$ cat src/rtl/pfa_ram.sv
// Generic single-write, single-read RAM with registered read data.
module pfa_ram #(
	parameter int WIDTH = 64,
	parameter int DEPTH = 16
) (
	input  logic                                   clk,
	input  logic                                   we,
	input  logic [(DEPTH > 1 ? $clog2(DEPTH) : 1)-1:0] waddr,
	input  logic [WIDTH-1:0]                       wdata,
	input  logic [(DEPTH > 1 ? $clog2(DEPTH) : 1)-1:0] raddr,
	output logic [WIDTH-1:0]                       rdata
);

	logic [WIDTH-1:0] mem_q [DEPTH];

	always_ff @(posedge clk) begin
		if (we) begin
			mem_q[waddr] <= wdata;
		end
		rdata <= mem_q[raddr];
	end

endmodule

$ cat config.mk
export PLATFORM = sky130hd
export DESIGN_NAME = pfa_ram
export DESIGN_NICKNAME = d
export VERILOG_FILES = /design/src/rtl/pfa_ram.sv
export SDC_FILE = /design/constraint.sdc
export NUM_CORES = 1
export LEC_CHECK = 0
export BUFFER_PORTS_ARGS = -buffer_cell sky130_fd_sc_hd__buf_2
export CAP_MARGIN = 10
export CELL_PAD_IN_SITES_DETAIL_PLACEMENT = 1
export CELL_PAD_IN_SITES_GLOBAL_PLACEMENT = 1
export CORE_MARGIN = 5
export CORE_UTILIZATION = 50
export CTS_CLUSTER_SIZE = 20
export DETAILED_ROUTE_END_ITERATION = 6
export GPL_TIMING_DRIVEN = 0
export HOLD_SLACK_MARGIN = 0.02
export PLACE_DENSITY_LB_ADDON = 0.1
export SYNTH_ARGS = -nofsm -noshare
export SYNTH_HDL_FRONTEND = slang
export SYNTH_SLANG_ARGS = --single-unit
export TNS_END_PERCENT = 5
$ cat constraint.sdc
create_clock -name clk -period 6.06 [get_ports clk]
set_input_delay 0.606 -clock clk [delete_from_list [all_inputs] [get_ports clk]]
set_output_delay 0.606 -clock clk [all_outputs]
set_load 0.01 [all_outputs]
# ---- Word-level counts from Yosys, hierarchy flattened
# Memories as Yosys holds them, arrays and structs flattened. A register that Yosys moved wholly into a read port is not among the register bits.
# Index checks and enable logic that the tools add are counted.
dict set report op_classes {
  add_sub_neg 0
  mul 0
  n_div 0
  order_cmp 0
  eq_ne 0
  shift 0
  n_mux 2
  n_bitwise 0
  reduce_logical 0
}
# op n
set ops {}
lappend ops {{$mux 1} 2}
dict set report totals {
  register_bits 0
  latch_bits 0
  ram_bits 1024
  mem_bits_ro 0
  inputBits 74
  out_inout_bits 64
  wordCells 3
  mem_count 1
}
# memory words width rd rd_ports_with_merged_regs wr line_no
set memory_table {}
lappend memory_table {mem_q 16 64 1 1 1 14} ;# logic [WIDTH-1:0] mem_q [DEPTH];

# ---- Depth between registers and ports, before layout
dict set report logic_depth {
  word_depth 2
  ltp_mapped 6
  ltp_nobuf 3
}

# ---- Least setup slack after synthesis
# OpenSTA, ideal clock, no wires.
dict set report synth_timing {
  path_kind {input-to-reg}
  from {input port waddr[2] in the netlist's numbering}
  to {memory mem_q[0][0] (enable)}
  setup_ps 565
  arrival_ps 5469
  t_required_ps 5495
  slack_ps 25
  path_stages 2
  path_buffers 0
  cell_sequence {or3b_2 -> nor3_1}
}
# item line_no
set synth_lines {}
lappend synth_lines {{start: declaration} 8} ;# input logic [(DEPTH > 1 ? $clog2(DEPTH) : 1)-1:0] waddr,
lappend synth_lines {{end: declaration} 14}
# No word-level cell before the write port.

# ---- Worst setup path after layout
dict set report layout_timing {
  from {input port waddr[2] in the netlist's numbering}
  to {memory mem_q[0][40] (enable)}
}
# No word-level cell before the write port.

==> run metrics <==
number of global-route vias before repair=20000; worst slew pin tran=1.04 ns; dpl cells=2904; max-slew violations=0; worst r2r path cells=3; Tot GR Track Use=22.2%; Post-Synthesis Net Count=1721; wire per inst=30.1 um; Min-Delay Startpoint=wdata[29]; CTS max path bufs=3; area share of the largest cell type after synthesis=77.7%; Initial Util=between 50% and 60%; critical path's largest stage delay=0.72 ns; post-route insts no fill=3119; worst hold endpoint=mem_q[11][29]$_DFFE_PP_; io pins=~140; Post-CTS Setup Bufs=0; Final Worst Setup Slack=3.55 ns; RSZ-0062 raised after global routing=no; WHS=~0.32 ns; post-synth top area cell=edfxtp_1; Power Density=341 nW/um2; reg2reg end=rdata[18]$_DFF_P_; crit path cell chain=buf_2 > or3b_2 > nor3_2 > buf_4 > buf_4 > buf_6; CP startpoint kind=primary input; Mapped Cells=1647; post-synthesis cell type count=18; status=complete, no violations; grt ovf=0; fmax=0.398 GHz; CTS tree=done; Residual DRC=0; # rows=103; CTS root buf=clkbuf_16; pre-CTS setup slack=2.84 ns; fin crit share=41.4%; combinational share of power=5.1%; most frequent cells in the layout=1024 x edfxtp_1, 256 x mux4_2, 148 x buf_2, 128 x a22oi_1, 112 x clkbuf_16; Worst EP required=approximately 6.4 ns; global-route wire length before repair=139000 um; PortBufs=roughly 140; sequential area share after synthesis=80.9%; die height=~300 um; Clock transition at path regs=0.06 ns; Max-Cap Viols=0; drt total wl=between 90000 and 100000 um; antenna viol nets, final=0; final setup vio count=0; sw frac=20.9%; clock share of power=41.4%; WS Path Type=primary input to flip-flop; Via density=a little under 6; RD Place Congestion=0.697; cell mode on critical path=buf_4; endpoints failing hold=0; DIE AREA=approximately 85000 um2; Synth Warn #=0; maximum vdd drop=between 0.2 and 0.25 mV; post_cts resized=0; launch point of the worst reg-to-reg path=mem_q[2][18]$_DFFE_PP_; HP Class=primary input to flip-flop; crit path DAT=2.87 ns; sequential power share=53.5%; clock sink count=1088; slowest cell on the critical path=nor3_2; Leak Pwr=15.0 nW; Placeable Area=78700 um2; die width=291 um; Vias=18400; Worst Hold Depth=1; H-tree depth=3; Slew Limit Headroom=a little under a third; share of layout cells above drive strength 1=32.8%; synth top area cells=edfxtp_1 78%, mux4_2 15%, dfxtp_1 3.2%, a22oi_1 2.4%, nand2_1 0.62%; clk_skew=0.0328 ns; mapped cell area=39600 um2; Critical Path Fanout Max=9; later-pin clock latency in the skew report=0.67 ns; Hold-fix buffers, CTS=0; commonest non-fill, non-tap cell in the layout=edfxtp_1; syn avg cell area=24.0 um2; # fillers=6437; Worst Setup End Kind=flip-flop; Power Internal=0.0125 W; antenna violations before repair=11; Switch Pwr=0.00331 W; hpwl dp=between 50000 and 60000 um; iteration count of the initial detailed-routing pass=5; minimum clock period=approximately 2.5 ns; CTS buffer count=110; largest net degree at the start of global routing=24; R2R setup slack=roughly 4.6 ns; post-synthesis register bit count=about 1100; Final nets=2040; DR iter-0 viols=1728; P&R area growth vs syn=17.1%
==> cell usage after synthesis, drive strengths merged <==
cell and count:
a22oi 128, and2 1, buf 48, clkbuf 36
dfxtp 64, edfxtp 1024, mux4 256, nand2 65
nand2b 2, nand3 1, nand3b 2, nor2 13
nor2b 2, nor3 4, or3b 1
==> worst max-delay path by stage <==
stage                  start                      to  slack [ns]  cells past startpoint
floorplan           waddr[2]   mem_q[0][0]$_DFFE_PP_        0.03                      2
global placement    waddr[2]  mem_q[8][41]$_DFFE_PP_       -5.60                      3
detailed placement  waddr[2]  mem_q[0][43]$_DFFE_PP_        2.84                      6
CTS                 waddr[2]  mem_q[0][40]$_DFFE_PP_        3.51                      6
global route        waddr[2]  mem_q[0][40]$_DFFE_PP_        3.49                      6
finish              waddr[2]  mem_q[0][40]$_DFFE_PP_        3.55                      6
==> cell families (layout without fill, tap and decap cells) <==
kind of cell,count (synthesis),after routing,synth area share (%)
buf+inv,84,498,1.14
compound gates,128,128,2.43
flops,1088,1088,80.9
mux,256,256,14.6
simple gates,91,91,0.942
other cells,0,8,0
==> worst max-delay path: cells and delay by family <==
family	cells	cell delay [ns]
buf+inv	4	0.92
simple gates	2	1.31
==> power by group through the flow <==
stage / Combinational (W) / Clock [W] / Sequential [W]
after CTS: 0.000821 / 0.00667 / 0.00846
after global routing: 0.000862 / 0.00703 / 0.00847
after floorplan: 0.000401 / 0 / 0.00864
after detailed placement: 0.000817 / 0 / 0.00862
final: 0.000803 / 0.00655 / 0.00846
after global placement: 0.000762 / 0 / 0.00863
==> through the flow <==
stage	total power [W]	area (um2)	util, %	setup TNS (ns)
2_1_floorplan	0.00904	39600	-	0
3_5_place_dp	0.00944	42800	54.4	0
3_3_place_gp	0.00939	41600	52.8	-2625.95
4_1_cts	0.0160	46300	58.8	0
5_1_grt	0.0164	46300	58.8	0
6_report	0.0158	46400	58.9	0
==> routing by layer <==
| metal | track usage [%] | routed length (um) | vias up |
|---|---|---|---|
| met1 | 32.5 | 40900 | 10100 |
| li1 | - | - | 7733 |
| met3 | 4.10 | 5050 | 93 |
| met5 | 0 | 30 | - |
| met2 | 36.4 | 46800 | 505 |
| met4 | 3.59 | 1160 | 4 |
==> flip-flops by register name (all words and copies together) (netlist names) <==
| signal | count |
|---|---|
| mem_q | 1024 |
| rdata | 64 |
==> cell type report <==
class | count | area, um2 | area share (%)
Clock buffer | 153 | 3100 | 6.68
Multi-Input combinational cell | 475 | 7210 | 15.6
Sequential cell | 1088 | 32000 | 69.1
Timing Repair Buffer | 207 | 1820 | 3.94
Tap cell | 1050 | 1310 | 2.83
Clock inverter | 54 | 408 | 0.880
Antenna cell | 8 | 20.0 | 0.0432
Buffer | 84 | 452 | 0.974
(Power assumes the default switching activity.)
