==> src/rtl/pfa_pkg.sv <==
// Shared codes and types for the page-frame allocator.
package pfa_pkg;

	localparam int WORD_BITS = 64;
	localparam int WORD_LOG  = 6;

	typedef logic [2:0] op_t;
	typedef logic [1:0] status_t;
	typedef logic [1:0] alu_mode_t;

	// operation codes
	localparam op_t OP_INIT    = 3'd0;
	localparam op_t OP_ALLOC   = 3'd1;
	localparam op_t OP_FREE    = 3'd2;
	localparam op_t OP_REF_INC = 3'd3;
	localparam op_t OP_REF_GET = 3'd4;

	// result status codes
	localparam status_t ST_OK       = 2'd0;
	localparam status_t ST_MISALIGN = 2'd1;
	localparam status_t ST_RANGE    = 2'd2;
	localparam status_t ST_FULL     = 2'd3;

	// count unit modes
	localparam alu_mode_t ALU_PASS = 2'd0;
	localparam alu_mode_t ALU_INC  = 2'd1;
	localparam alu_mode_t ALU_DEC  = 2'd2;

	typedef struct packed {
		logic                found;
		logic [WORD_LOG-1:0] pos;
	} ffz_res_t;

endpackage

==> src/rtl/pfa_cnt_alu.sv <==
// Shared reference-count unit: saturating increment, floored decrement, pass.
module pfa_cnt_alu #(
	parameter int CW = 16
) (
	input  pfa_pkg::alu_mode_t mode,
	input  logic [CW-1:0]      a,
	output logic [CW-1:0]      res,
	output logic               a_zero,
	output logic               res_zero
);
	import pfa_pkg::*;

	assign a_zero = (a == '0);

	always_comb begin
		case (mode)
			ALU_INC:  res = (a == {CW{1'b1}}) ? a : a + CW'(1);
			ALU_DEC:  res = a_zero ? a : a - CW'(1);
			default:  res = a;
		endcase
	end

	assign res_zero = (res == '0);

endmodule

==> config.mk <==
export PLATFORM = sky130hd
export DESIGN_NAME = pfa_cnt_alu
export DESIGN_NICKNAME = d
export VERILOG_FILES = /design/src/rtl/pfa_pkg.sv /design/src/rtl/pfa_cnt_alu.sv
export SDC_FILE = /design/constraint.sdc
export NUM_CORES = 1
export LEC_CHECK = 0
export ABC_AREA = 1
export BUFFER_PORTS_ARGS = -buffer_cell sky130_fd_sc_hd__buf_2
export CAP_MARGIN = 25
export CORE_MARGIN = 2
export CORE_UTILIZATION = 58
export DETAILED_ROUTE_END_ITERATION = 8
export PLACE_DENSITY_LB_ADDON = 0.25
export SLEW_MARGIN = 40
export SYNTH_ARGS = -nofsm -noshare
export SYNTH_HDL_FRONTEND = slang
export SYNTH_SLANG_ARGS = --single-unit
==> constraint.sdc <==
create_clock -name vclk -period 1.5
set_input_delay 0 -clock vclk [all_inputs]
set_output_delay 0 -clock vclk [all_outputs]
set_load 0.01 [all_outputs]
# [Word level (Yosys, flattened, before mapping)]
# Index checks and enable logic that the tools add are counted.
# W data, S select, Z words.
[op_classes] add_sub_neg=2 n_mul=0 div_mod_pow=0 order_cmp=0 n_eq_ne=3 shifts=0 n_mux=3 bitwise=0 reduce_logical=2
[op_table] operator="$logic_not A16 Y1" n=2
[op_table] operator="$mux W16" n=2
[op_table] operator="$pmux W16 S2" n=1
[op_table] operator="$add A16 B1 Y16 const B" n=1
[op_table] operator="$eq A16 B16 Y1 const B" n=1
[op_table] operator="$sub A16 B1 Y16 const B" n=1
[op_table] operator="$eq A2 B1 Y1 const B" n=1
[op_table] operator="$eq A2 B2 Y1 const B" n=1
[totals] reg_bits=0 latchBits=0 ram_bits=0 mem_bits_ro=0 in_bits=18 out_inout_bits=18 wordCells=10 memories=0

# [Longest topological paths before layout]
[logic_depth] word_depth=4 depth_mapped=15 depth_no_buf=14

# [Least setup slack after synthesis]
# OpenSTA, ideal clock, no wires.
[synth_timing] path_type="in2out" from="input mode[0]" to="output res_zero" t_arrival_ns=1.357 required_time_ns=1.500 slack_ns=0.143 cell_stages=11 path_buffers=2 path_cell_list="inv_1 ha_1 buf_6 inv_1 clkbuf_1 nand3_1 o21ai_1 nand2_1 nor2_2 nand2_1 nor2_2"
[synth_between] elab_chain_cells=3 elab_cells_between_ends=4 cone_classes="eq/ne: 2; mux: 1; reduce/logical: 1"
[synth_rtl] element="from (decl)" line_no="pfa_cnt_alu.sv:5" rtl="input pfa_pkg::alu_mode_t mode,"
[synth_rtl] element="$eq A2 B2 Y1 / $eq A2 B1 Y1 (equally long branches)" line_no="pfa_cnt_alu.sv:16" rtl="case (mode)"
[synth_rtl] element="$pmux W16 S2 (*)" line_no="pfa_cnt_alu.sv:16"
[synth_rtl] element="$logic_not A16 Y1 (*)" line_no="pfa_cnt_alu.sv:23" rtl="assign res_zero = (res == '0);"
[synth_rtl] element="to (decl)" line_no="pfa_cnt_alu.sv:9" rtl="output logic res_zero"
# Mark *: on every way between the ends. The rest lies on a longest branch, timed or not.

# [Final worst setup path]
[layout_timing] from="input a[5]" to="output res_zero"
[layout_between] elab_chain_cells=4 elab_cells_between_ends=8 cone_classes="add/sub: 2; eq/ne: 1; mux: 3; reduce/logical: 2"
[layout_rtl] element="from (decl)" line_no="pfa_cnt_alu.sv:6" rtl="input logic [CW-1:0] a,"
[layout_rtl] element="$sub A16 B1 Y16, or another cell as far along" line_no="pfa_cnt_alu.sv:18" rtl="ALU_DEC: res = a_zero ? a : a - CW'(1);"
[layout_rtl] element="$mux W16 (on tied branches)" line_no="pfa_cnt_alu.sv:18, pfa_cnt_alu.sv:17"
[layout_rtl] element="$pmux W16 S2 (*)" line_no="pfa_cnt_alu.sv:16"
[layout_rtl] element="$logic_not A16 Y1 (*)" line_no="pfa_cnt_alu.sv:23"
# Marked as above.

==> key figures <==
Detailed routing
  • Post-route DRC: 217
  • Routed length on met1: 2940 microns
  • Met3 wire len: 1500 microns
  • Top sig layer: met4
  • Vias: 3080
  • Drt total wl: 9630 microns
  • Length of the first detailed-routing pass in iterations: 9
  • WL met2: 3970 microns
  • Vias/cell: 6.89
  • DR WL/cell: 21.6 microns
  • Initial DRC count: 713
  • Post-route ant nets: 0

Timing
  • Hold Fails Final Rpt: 0
  • Max transition margin: 74.1%
  • RSZ-0062 raised after global routing: true
  • Max Clk Rate: 539 MHz
  • Worst-margin pin slew: 0.388 ns
  • Worst Setup Slack, final: -0.355 ns
  • Setup violators final: 6
  • Slew Viols, Final: 0
  • Hold slack: 0.526 ns
  • Minimum clock period: 1.85 ns
  • Fin crit share: 124%

Final layout
  • N_diodes: 0
  • Fraction of layout cells with a size suffix above 1: 44.2%
  • Clock buffer count: 0
  • Sequential cell area: 0 sq um
  • Fin area: 0.00257 sq mm
  • Commonest cells after routing, fill and taps aside: nand2_1 (97), buf_4 (60), inv_1 (43), nand3_1 (33), buf_2 (26)
  • Layout Nets: 441
  • Cell Count, Final, Fillers Out: 447
  • Seq_cells: 0
  • FILL cells: 65
  • Area Overhead vs Synth: 59.7%
  • Most common library cell in the layout ignoring fill and taps: nand2_1

Logic synthesis
  • Simple-gate share of the synthesized area: 71.8%
  • Xor-xnor portion of the synthesized cell area: 1.63%
  • Register area share after synthesis: 0%
  • Top post-synthesis cells by area: nand2_1 (27%), nand3_1 (13%), inv_1 (11%)
  • Mapped Cells: 329
  • Largest family of logic cells by synthesized area: simple AND/OR/NAND/NOR gates
  • Mux cell area share after synthesis: 0%
  • Compound-gate portion of the synthesized area: 4.98%
  • Synth top area share: 26.6%
  • Number of synthesis warnings: 0
  • Mapped Nets: 352
  • Post-synthesis cell area: 0.00161 sq mm
  • Mean Syn Cell Area: 4.89 sq um
  • Cell taking the most area after synthesis: nand2_1
  • Post-synth cell types: 26
  • Synth Area in Adders: 3.89%

Critical path
  • CP Data Required Time: 1.50 ns
  • Bufs and invs on worst path: 2
  • Arrival @ worst endpoint: 1.85 ns
  • CP max FO: 6
  • CP max stage delay: 0.23 ns
  • Crit Path Category: in2out
  • Crit path cell chain: buf_4 -> nor2_1 -> nand2_1 -> nor2_1 -> nand3_1 -> nand4_1 -> nand3_2 -> nand2_2 -> nand2_1 -> nor2_1 -> nand2_1 -> nor2_2 -> buf_2
  • Worst path slowest cell: nor2_1
  • Crit path max-delay family: simple AND/OR/NAND/NOR gates
  • Endpoint class of the critical path: output port
  • Crit path launch type: input port

Floorplan
  • Core area: 0.00269 sq mm
  • Die Span Y: 56.7 microns
  • Die Area: 0.00321 sq mm
  • Initial Util: 59.9%
  • Die width: 56.7 microns
  • Site Rows: 19
  • # IOs: 36

Power and ir drop
  • Leakage Power: 1.35 nW
  • Tot Pwr: 0.865 mW
  • Maximum vdd drop: 0.335 mV
  • Power Density: 337 mW/mm^2

Place
  • GP Congestion: 1.01
  • Post-Place Cells: 440
  • Worst slack at placement: -0.146 ns
  • Final HPWL DP: 4680 microns
  • Port bufs: 36
  • Placement Cell Area: 0.00218 sq mm

Global route
  • Antenna violations before repair: 0
  • First-pass GRT wire length: 10300 microns
  • Total congestion overflow: 0
  • GRT Total Usage: 39.9%
  • Vias in the first global route: 2380
  • Largest net degree at the start of global routing: 17

Clock network
  • Hold buffer count at cts: 0

Hold path
  • Hold Path Class: in2out

Run status
  • Status: finished, violations left
  • Failing checks: DRC, setup timing

Job
  • # Max-Cap Violations: 0
layer usage:
| layer | up-vias | GRT usage (%) |
|---|---|---|
| met5 | - | 0 |
| met4 | 0 | 18.7 |
| met3 | 174 | 4.38 |
| met2 | 424 | 71.6 |
| met1 | 1274 | 46.6 |
| li1 | 1208 | - |
final timing paths:
| kind | start | to | depth (start not counted) | slack, ns |
|---|---|---|---|---|
| worst max-delay path | a[5] | res_zero | 13 | -0.35 |
| worst min-delay path | a[5] | res[5] | 6 | 0.53 |
metrics by stage:
| step | TNS, ns | util [%] |
|---|---|---|
| floorplan | 0 | - |
| global placement | -0.0947 | 81.0 |
| detailed placement | -0.146 | 81.0 |
| CTS | 0 | 83.7 |
| global route | -1.25 | 95.7 |
| finish | -0.658 | 95.7 |
timing repair:
action | 4_1_cts | 5_1_grt
resized for setup | 20 | 77
buffers inserted | 1 | 5
pin swaps | 5 | 37
gates cloned | 1 | 0
endpoints found under the hold margin | 0 | 0
endpoints found under the setup margin | 1 | 9
area by class of cell:
class | instances | area (sq um) | share of cell area, %
repair buffers | 99 | 737 | 28.7
well taps | 31 | 38.8 | 1.51
inverters | 51 | 206 | 8.03
multi-input cells | 266 | 1590 | 61.8
where the power goes:
group	switching, mW	internal, mW
clock	0	0
sequential	0	0
combinational	0.517	0.349
total	0.517	0.349
logic make-up after synthesis:
group | Yosys count
AND/OR/NAND/NOR | 243
adder cells (fa/ha/maj) | 5
buffers and inverters | 64
XOR/XNOR | 3
AO/OA/AOI/OAI | 14
synth_stat cells (all sizes together):
cell type    n
ha           5
o211ai       1
o21ai        8
buf         11
nand2      125
clkbuf       2
nor2        56
inv         51
o21a         1
nand4       17
nand3       42
nor3         1
or2          2
xor2         3
a21oi        4
Power figures use the tool's default switching activity.
