--- src/rtl/pfa_pkg.sv ---
// Shared codes and types for the page-frame allocator.
package pfa_pkg;

	localparam int WORD_BITS = 64;
	localparam int WORD_LOG  = 6;

	typedef logic [2:0] op_t;
	typedef logic [1:0] status_t;
	typedef logic [1:0] alu_mode_t;

	// operation codes
	localparam op_t OP_INIT    = 3'd0;
	localparam op_t OP_ALLOC   = 3'd1;
	localparam op_t OP_FREE    = 3'd2;
	localparam op_t OP_REF_INC = 3'd3;
	localparam op_t OP_REF_GET = 3'd4;

	// result status codes
	localparam status_t ST_OK       = 2'd0;
	localparam status_t ST_MISALIGN = 2'd1;
	localparam status_t ST_RANGE    = 2'd2;
	localparam status_t ST_FULL     = 2'd3;

	// count unit modes
	localparam alu_mode_t ALU_PASS = 2'd0;
	localparam alu_mode_t ALU_INC  = 2'd1;
	localparam alu_mode_t ALU_DEC  = 2'd2;

	typedef struct packed {
		logic                found;
		logic [WORD_LOG-1:0] pos;
	} ffz_res_t;

endpackage

--- src/rtl/pfa_ffz.sv ---
// Find-first-zero over one bitmap word (lowest free bit).
module pfa_ffz (
	input  logic [pfa_pkg::WORD_BITS-1:0] word,
	output pfa_pkg::ffz_res_t             res
);
	import pfa_pkg::*;

	always_comb begin
		res = '0;
		for (int i = WORD_BITS - 1; i >= 0; i--) begin
			if (!word[i]) begin
				res.found = 1'b1;
				res.pos   = WORD_LOG'(i);
			end
		end
	end

endmodule

--- config.mk ---
export PLATFORM = sky130hd
export DESIGN_NAME = pfa_ffz
export DESIGN_NICKNAME = d
export VERILOG_FILES = /design/src/rtl/pfa_pkg.sv /design/src/rtl/pfa_ffz.sv
export SDC_FILE = /design/constraint.sdc
export NUM_CORES = 1
export LEC_CHECK = 0
export BUFFER_PORTS_ARGS = -buffer_cell sky130_fd_sc_hd__buf_4
export CAP_MARGIN = 20
export CORE_MARGIN = 10
export CORE_UTILIZATION = 25
export DETAILED_ROUTE_END_ITERATION = 6
export PLACE_DENSITY = 0.59
export SYNTH_ARGS = -nofsm -noshare
export SYNTH_HDL_FRONTEND = slang
export SYNTH_SLANG_ARGS = --single-unit
export TNS_END_PERCENT = 1
--- constraint.sdc ---
create_clock -name vclk -period 2.15
set_clock_uncertainty 0.2 [all_clocks]
set_input_delay 0.43 -clock vclk [all_inputs]
set_output_delay 0.43 -clock vclk [all_outputs]
set_load 0.02 [all_outputs]
**Word level (Yosys, flattened, before mapping)**

Cells that the tools add are included.

- Register bits after elaboration: 0
- Input port bits: 64
- Word-level logic and storage cells: 64
- Output and inout bits: 7

- Muxes and demuxes: 64

Operator list:

| operator | count |
|---|---|
| two-way mux 7 bit | 64 |

**Longest topological paths before layout**

Gate-level depths: netlist of run 1.

- Depth in word-level cells: 64
- Mapped depth: 5
- Gate-level depth less buffers: 5

**Worst setup path before layout of run 1**

Ideal clock, no wire load.

- Path type: input port to output port
- From: in word[48] in the netlist's numbering
- To: out res[3] in the netlist's numbering
- Required time: 1.520 ns
- Data arrival time: 1.412 ns
- Path slack: 0.108 ns
- Cell stages on the path: 5
- Path buffers: 0
- Cell sequence: and4_1 > o211ai_1 > a211oi_1 > o31ai_1 > a21boi_1

RTL lines:

| item | line | RTL |
|---|---|---|
| start: declaration | pfa_ffz.sv:3 | `input logic [pfa_pkg::WORD_BITS-1:0] word,` |
| end: declaration | pfa_ffz.sv:4 | `output pfa_pkg::ffz_res_t res` |

==> summary.txt, run 1 <==
Finish
  • Ant. Diodes: 0
  • Cell Count, Final, Fillers Out: 294
  • Reg area: 0 um2
  • Fraction of layout cells with a size suffix above 1: 50.8%
  • Clock Buffer Count: 0
  • Final net count: 314
  • Seq cells: 0
  • Fill cell count: 344
  • Area Overhead vs Synth: 115%
  • Finished Cell Area: 1840 um2

Route
  • Drt first pass iters: 4
  • DR WL met2: 2060 um
  • Residual DRC: 0
  • Routed Antenna Nets: 0
  • Met3 wire len: 273 um
  • Avg WL per Cell: 14.7 um
  • Post-Route WL: 4320 um
  • Metal-1 WL: slightly below 2000 um
  • Initial drt markers: 45
  • Via count: 1520
  • Mean number of vias per cell: between 5 and 6
  • Max Used Layer: met3

Placed design
  • Gpl congestion: 0.810
  • Setup WS pre-CTS: -0.0827 ns
  • DP Cell Count: 293
  • Port Buffers: 71
  • Dpl hpwl: 3620 um
  • Placed cell areas: about 1700 um2

Floorplan
  • Die Y: 78.6 um
  • Die ar.: around 6200 um2
  • IO Pins: 71
  • Die width: 78.6 um
  • Starting Density: 25.7%
  • Rows: 21
  • CORE AREA: 3340 um2

STA
  • Period utilisation layout: 103%
  • Worst slew pin tran: 0.292 ns
  • Tmin final: 2.21 ns
  • Pins Over Slew Limit: 0
  • Count of final hold-check violations: 0
  • Final Worst Setup Slack: -0.0595 ns
  • Setup violators final: 5
  • Worst slew margin: 80.5%
  • Unrepaired setup endpoints after global routing: true
  • Max Fclk: between 400 and 500 MHz

Critical path
  • Worst Path Arrival: 1.58 ns
  • CP required: 1.52 ns
  • Most common cell on crit path: buf_4
  • Slowest stage cell on the critical path: buf_4
  • Critical path's largest stage delay: roughly 0.22 ns
  • Worst setup EP type: output port
  • CP Launch Type: input port
  • Max Fanout on Critical Path: 2
  • Crit Path Class: input port to output port
  • CP Cell Sequence: buf_4 > nand4_1 > buf_4 > a211oi_1 > o31ai_1 > a21boi_1 > buf_4

Power and ir drop
  • Seq pwr share: 0%
  • Pwr/cell area: 149 nW/um2
  • Sw Pwr: between 0.1 and 0.15 mW
  • Logic gate share of total power: 100.0%
  • Internal power: 0.154 mW
  • LEAKAGE: 0.826 nW
  • Sw Share: 43.7%
  • Peak VDD IR: 0.0778 mV
  • Clk pwr share: 0%

Synth
  • Unique cell type count in the Yosys netlist: 32
  • Synth Area in Adders: 0%
  • Synthesized area per cell: about 6 um2
  • Synth Cell Area: 857 um2
  • Syn. warnings: 0
  • Largest family of logic cells by synthesized area: simple AND/OR/NAND/NOR gates
  • Mux cell area share after synthesis: 0%
  • Synth Area in XOR/XNOR: 0%
  • Register area share after synthesis: 0%
  • Syn Nets: ~210
  • Post-Syn Instances: 143
  • Simple-gate area share of the yosys netlist: 53.0%
  • Synth Area in Compound Gates: 42.2%

Global route
  • Initial antenna violation count: 0
  • Global-route wire length before repair: 6710 um
  • Vias in the first global route: ~1500
  • Tot GR Track Use: 12.3%
  • Largest net degree at the start of global routing: 7
  • Grt ovf: 0

Run status
  • Failing checks: negative setup slack
  • Status: complete, but fails checks

Worst hold path
  • HP Class: input port to output port

Run
  • Max Cap Viol: 0

Clock tree
  • Hold buffer count at cts: 0
==> logic make-up (layout without fill, tap and decap cells) <==
logic type,after synthesis,after routing
compound gates,49,49
buf+inv,11,116
simple gates,83,83
==> placed cells by master, fill, tap and decap left out, types with 2 or more instances in the layout <==
cell / synthesis / routed
a21oi_1: 7 / 6
and4_1: 4 / 3
buf_4: 0 / 97
nand2b_1: 4 / 3
o2111ai_1: 2 / 2
a211oi_2: 0 / 3
o21ai_1: 1 / 4
nor2_1: 10 / 10
inv_1: 10 / 10
nor2b_1: 4 / 4
o211ai_1: 2 / 2
o21ai_0: 9 / 6
nor4_4: 0 / 2
nand3_1: 12 / 12
and3_1: 3 / 3
nor3_2: 0 / 2
a21o_1: 3 / 3
buf_6: 0 / 8
o31ai_1: 2 / 2
a31oi_1: 5 / 5
nand2_1: 20 / 20
a211oi_1: 5 / 2
nand4_1: 19 / 19
==> area by class of cell <==
| class | instances | area, um2 | area share [%] |
|---|---|---|---|
| timing repair buffer | 105 | 818 | 44.5 |
| inverter | 11 | 41.3 | 2.24 |
| multi-input combinational | 132 | 923 | 50.2 |
| tap | 46 | 57.6 | 3.13 |
==> cells in the mapped netlist (3+ instances only) <==
| cell | count | area, um2 |
|---|---|---|
| a211oi_1 | 5 | 37.5 |
| a21boi_1 | 3 | 22.5 |
| a21o_1 | 3 | 22.5 |
| a21oi_1 | 7 | 35.0 |
| a31oi_1 | 5 | 31.3 |
| and3_1 | 3 | 18.8 |
| and4_1 | 4 | 35.0 |
| inv_1 | 10 | 37.5 |
| nand2_1 | 20 | 75.1 |
| nand2b_1 | 4 | 25.0 |
| nand3_1 | 12 | 60.1 |
| nand4_1 | 19 | 119 |
| nor2_1 | 10 | 37.5 |
| nor2b_1 | 4 | 25.0 |
| nor3_1 | 3 | 15.0 |
| o21ai_0 | 9 | 45.0 |
==> critical path, delay by kind of cell <==
kind                   cells  cell delay [ns]
AO/OA/AOI/OAI              3             0.47
buffers and inverters      3             0.46
AND/OR/NAND/NOR            1             0.21
==> path summary, 6_finish.rpt <==
kind,from,end,slack [ns],cells after the start
worst max-delay path,word[32],res[3],-0.06,7
worst min-delay path,word[1],res[2],1.06,4
==> layer usage <==
metal | vias to the layer above | GRT usage (%)
met2 | 44 | 21.4
li1 | 783 | -
met5 | - | 0
met3 | 0 | 2.16
met4 | 0 | 0
met1 | 693 | 16.2
==> metrics by stage <==
step	power, mW	TNS [ns]	util (%)	hold WS, ns
global route	0.299	-0.568	55.2	1.09
detailed placement	0.247	-0.255	50.8	1.06
global placement	0.247	-0.230	50.8	1.06
finish	0.274	-0.113	55.2	1.06
floorplan	0.0612	0	-	0.813
CTS	0.259	-0.116	52.5	1.06
==> power by group through the flow <==
stage          Combinational [mW]  Sequential (mW)  Clock [mW]
2_1_floorplan              0.0612                0           0
3_3_place_gp                0.247                0           0
3_5_place_dp                0.247                0           0
4_1_cts                     0.259                0           0
5_1_grt                     0.299                0           0
6_report                    0.274                0           0
==> timing repair <==
item	in CTS	in global routing
resized for setup	10	18
setup endpoints to repair	6	7
setup buffers	1	0
pin swaps	9	13
Power figures use the tool's default switching activity.
==> inputs of run 2 (changes only) <==
--- a/config.mk
+++ b/config.mk
@@ -7,6 +7,7 @@
 export LEC_CHECK = 0
 export BUFFER_PORTS_ARGS = -buffer_cell sky130_fd_sc_hd__buf_4
 export CAP_MARGIN = 20
+export CORE_ASPECT_RATIO = 0.5
 export CORE_MARGIN = 10
 export CORE_UTILIZATION = 25
 export DETAILED_ROUTE_END_ITERATION = 6
==> constraint.sdc (replaced) <==
create_clock -name vclk -period 2.6
set_clock_uncertainty 0.2 [all_clocks]
set_input_delay 0.52 -clock vclk [all_inputs]
set_output_delay 0.52 -clock vclk [all_outputs]
set_load 0.02 [all_outputs]
==> run 2 against run 1 <==
Net effect: the flow now finishes without violations; clock-buffer cell count unchanged; critical path depth unchanged; final area shrank 22%; largest power group unchanged; worst hold slack better by 0.15 ns; final cell count decreased by 14%.
==> summary.txt, run 2 (synthesized netlist as in run 1, its figures left out) <==
Finish
  • Cell Count, Final, Fillers Out: 254
  • Fraction of layout cells with a size suffix above 1: 37.4%
  • Area Overhead vs Synth: 68.0%
  • Commonest non-fill, non-tap cells in the layout: buf_4, nand2_1, nand4_1
  • Ant. Diodes: 0
  • Reg area: 0 um2
  • Clock Buffer Count: 0
  • Commonest non-fill, non-tap cell in the layout: buf_4
  • Finished Core Util: 45.9%
  • Fill cell count: between 300 and 400
  • Final net count: 280
  • Seq cells: 0
  • Finished Cell Area: 1440 um2

Floorplan
  • IO Pins: 71
  • CORE AREA: between 3000 and 4000 um2
  • Die Y: roughly 61 um
  • Die ar.: approximately 6300 um2
  • Die width: between 100 and 150 um
  • Starting Density: about 27%
  • Rows: 14

Power and ir drop
  • Peak VDD IR: 0.0366 mV
  • LEAKAGE: 0.614 nW
  • Total power: roughly 0.17 mW
  • Pwr/cell area: 120 nW/um2

STA
  • Max Fclk: around 410 MHz
  • Final Worst Setup Slack: 0.158 ns
  • Worst slew pin tran: 0.386 ns
  • Pins Over Slew Limit: 0
  • Setup tns final: 0 ns
  • Period utilisation layout: 93.9%
  • Count of final hold-check violations: 0
  • Unrepaired setup endpoints after global routing: false
  • Setup violators final: 0
  • Min Hold Slack: 1.20 ns
  • Worst slew margin: 74.1%
  • Tmin final: around 2.4 ns

Route
  • Initial drt markers: 56
  • Via count: 1361
  • Residual DRC: 0
  • Avg WL per Cell: around 15 um
  • Mean number of vias per cell: 5.36
  • Drt first pass iters: 4
  • Routed Antenna Nets: 0
  • Post-Route WL: 3860 um

Global route
  • Vias in the first global route: 1275
  • Tot GR Track Use: 10.9%
  • Grt ovf: 0
  • Initial antenna violation count: 0
  • Global-route wire length before repair: approximately 5800 um
  • Largest net degree at the start of global routing: 7

Worst hold path
  • HP Class: input port to output port

Critical path
  • CP Launch Type: input port
  • Crit Path Class: input port to output port
  • Slowest stage cell on the critical path: a211oi_1
  • CP required: approximately 1.9 ns
  • Critical path's largest stage delay: about 0.4 ns
  • CP Cell Sequence: buf_4 > nor2b_1 > o221ai_1 > a211oi_1 > a211oi_1 > o211ai_2 > buf_4
  • Worst Path Arrival: 1.72 ns
  • Max Fanout on Critical Path: 3
  • Worst setup EP type: output port

Placed design
  • Dpl hpwl: between 3000 and 4000 um
  • Port Buffers: 71
  • Setup WS pre-CTS: 0.160 ns
  • Gpl congestion: 0.753
  • DP Cell Count: approximately 250
  • Placed cell areas: 1440 um2

Clock tree
  • Gates resized, CTS repair: 0
  • Setup repair bufs after CTS: 0
  • Hold buffer count at cts: 0

Run status
  • Status: finished, final reports clean

Run
  • Max Cap Viol: 0
[run 2: cell count changes in the layout (fill, tap and decap cells not counted), sizes merged]
| cell | previous run | this run |
|---|---|---|
| buf | 105 | 71 |
[run 2: layout make-up]
type | count | area, um2 | share of cell area [%]
inverter | 11 | 41.3 | 2.87
tap | 40 | 50.0 | 3.48
multi-input combinational | 132 | 816 | 56.6
timing repair buffer | 71 | 533 | 37.0
[run 2: worst max-delay path, delay by kind of cell]
family | cells | cell delay [ns]
buffers and inverters | 2 | 0.29
AO/OA/AOI/OAI | 4 | 0.78
AND/OR/NAND/NOR | 1 | 0.12
[run 2: where the power goes]
| part | total (mW) | internal [mW] | switching, mW | leakage [nW] |
|---|---|---|---|---|
| logic | 0.173 | 0.0915 | 0.0814 | 0.614 |
| clock network | 0 | 0 | 0 | 0 |
| registers | 0 | 0 | 0 | 0 |
| total | 0.173 | 0.0915 | 0.0814 | 0.614 |
[run 2: routing by layer]
metal  global-route usage, %  share of wire, %
met5                       0                 0
met4                       0                 0
met2                    19.3                46
met3                    2.35               8.8
met1                    14.3                46
[run 2: worst paths after layout]
kind,slack [ns],end,startpoint,cells after the start
hold / removal,1.20,res[0],word[0],4
setup / recovery,0.16,res[0],word[62],7
==> inputs of run 3 (changes only) <==
--- a/config.mk
+++ b/config.mk
@@ -11,7 +11,8 @@
 export CORE_MARGIN = 10
 export CORE_UTILIZATION = 25
 export DETAILED_ROUTE_END_ITERATION = 6
-export PLACE_DENSITY = 0.59
+export PLACE_DENSITY = 0.61
+export RECOVER_POWER = 50
 export SYNTH_ARGS = -nofsm -noshare
 export SYNTH_HDL_FRONTEND = slang
 export SYNTH_SLANG_ARGS = --single-unit
==> constraint.sdc (replaced) <==
create_clock -name vclk -period 2
set_clock_uncertainty 0.2 [all_clocks]
set_input_delay 0.4 -clock vclk [all_inputs]
set_output_delay 0.4 -clock vclk [all_outputs]
set_load 0.02 [all_outputs]
==> run 3 against run 2 <==
Net effect: the run now ends with negative setup slack left; final area up 26%; final cell count increased by 15%; global-route usage rose by 0.99 points; setup slack worse by 0.29 ns; sequential share of layout area is the same; combinational power rose by 65%; power up 65%; critical path type unchanged.
==> summary.txt, run 3 (synthesized netlist as in run 1, its figures left out) <==
Run status
  • Failing checks: negative setup slack
  • Status: complete, but fails checks

Critical path
  • Worst Path Arrival: 1.53 ns
  • CP required: roughly 1.4 ns
  • Worst setup EP type: output port
  • Max Fanout on Critical Path: 2
  • CP Cell Sequence: buf_4 > nand2b_1 > a21boi_2 > nor3_1 > a221oi_2 > o211ai_2 > buf_4
  • Most common cell on crit path: buf_4
  • CP Launch Type: input port
  • Crit Path Class: input port to output port
  • Slowest stage cell on the critical path: a221oi_2
  • CP startpoint: word[16]
  • Critical path's largest stage delay: 0.27 ns

Finish
  • Commonest non-fill, non-tap cell in the layout: buf_4
  • Finished Cell Area: 1820 um2
  • Finished Core Util: 57.9%
  • Fraction of layout cells with a size suffix above 1: 50.2%
  • Commonest non-fill, non-tap cells in the layout: buf_4, nand2_1, nand4_1
  • Clock Buffer Count: 0
  • Final net count: between 300 and 400
  • Seq cells: 0
  • Area Overhead vs Synth: 112%
  • Fill cell count: 316
  • Ant. Diodes: 0
  • Reg area: 0 um2

Power and ir drop
  • Sw Pwr: between 0.1 and 0.15 mW
  • Pwr/cell area: 157 nW/um2
  • Seq pwr share: 0%
  • Sw Share: 42.9%
  • Clk pwr share: 0%
  • Logic gate share of total power: between 90% and 100%
  • Internal power: 0.163 mW
  • LEAKAGE: 0.818 nW
  • Peak VDD IR: about 0.065 mV

STA
  • Tmin final: roughly 2.1 ns
  • Min Hold Slack: between 0.9 and 1 ns
  • Count of final hold-check violations: 0
  • Worst slew margin: 75.5%
  • Worst slew pin tran: ~0.36 ns
  • Period utilisation layout: 106%
  • Pins Over Slew Limit: 0
  • Max Fclk: 470 MHz
  • Unrepaired setup endpoints after global routing: true
  • Final Worst Setup Slack: -0.129 ns
  • Setup violators final: 7

Route
  • Initial drt markers: 69
  • Via count: 1522
  • Residual DRC: 0
  • Mean number of vias per cell: 5.23
  • Post-Route WL: between 4000 and 5000 um
  • Routed Antenna Nets: 0
  • Drt first pass iters: 4
  • Avg WL per Cell: 14.4 um

Global route
  • Grt ovf: 0
  • Largest net degree at the start of global routing: 7
  • Tot GR Track Use: 11.9%
  • Global-route wire length before repair: 6400 um
  • Initial antenna violation count: 0
  • Vias in the first global route: 1445

Worst hold path
  • Hold Startpoint: word[1]
  • HP Class: input port to output port

Placed design
  • Placed cell areas: 1710 um2
  • Setup WS pre-CTS: -0.184 ns
  • Dpl hpwl: 3700 um
  • Port Buffers: 71
  • Gpl congestion: 0.777

Floorplan
  • Die width: 103 um
  • Starting Density: 27.3%
  • Die Y: approximately 61 um
  • CORE AREA: 3140 um2
  • Die ar.: 6310 um2
  • IO Pins: 71
  • Rows: 14

Run
  • Max Cap Viol: 0
## run 3: cell type report
cell class / instances / area (um2) / area share (%)
Inverter: 11 / 41.3 / 2.27
Timing Repair Buffer: 108 / 845 / 46.5
Tap cell: 40 / 50.0 / 2.75
Multi-Input combinational cell: 132 / 881 / 48.5
## run 3: timing repair
item                                    4_1_cts  5_1_grt
hold buffers                                  0        0
pin swaps                                    10        5
resized for setup                             8       13
endpoints found under the setup margin        7        7
setup buffers                                 0        1
## run 3: per-stage QoR
stage          std cells  total power [mW]  TNS (ns)
6_report             291             0.286    -0.583
2_1_floorplan        143            0.0658         0
3_3_place_gp         290             0.267    -0.841
5_1_grt              291             0.310     -1.27
3_5_place_dp         290             0.269    -0.760
4_1_cts              290             0.276    -0.649
## run 3: critical path: cells and delay by family
| kind | cells | cell delay [ns] |
|---|---|---|
| compound gates | 3 | 0.61 |
| buf+inv | 2 | 0.28 |
| simple gates | 2 | 0.24 |
## run 3: layer usage
metal	wire, um	global-route usage [%]	part of all wire, %	vias up
li1	-	-	-	793
met1	1930	15.4	46	702
met2	2030	21.9	49	27
met3	221	1.90	5.3	0
met4	0	0	0	0
met5	0	0	0	-
## run 3: power groups by stage
stage	logic (mW)	clock network [mW]	registers (mW)
after CTS	0.276	0	0
after global placement	0.267	0	0
after global routing	0.310	0	0
after floorplan	0.0658	0	0
after detailed placement	0.269	0	0
final	0.286	0	0
## run 3: path summary, 6_finish.rpt
path / cells past startpoint / endpoint / slack, ns
setup / recovery: 7 / res[0] / -0.13
hold / removal: 4 / res[1] / 0.99
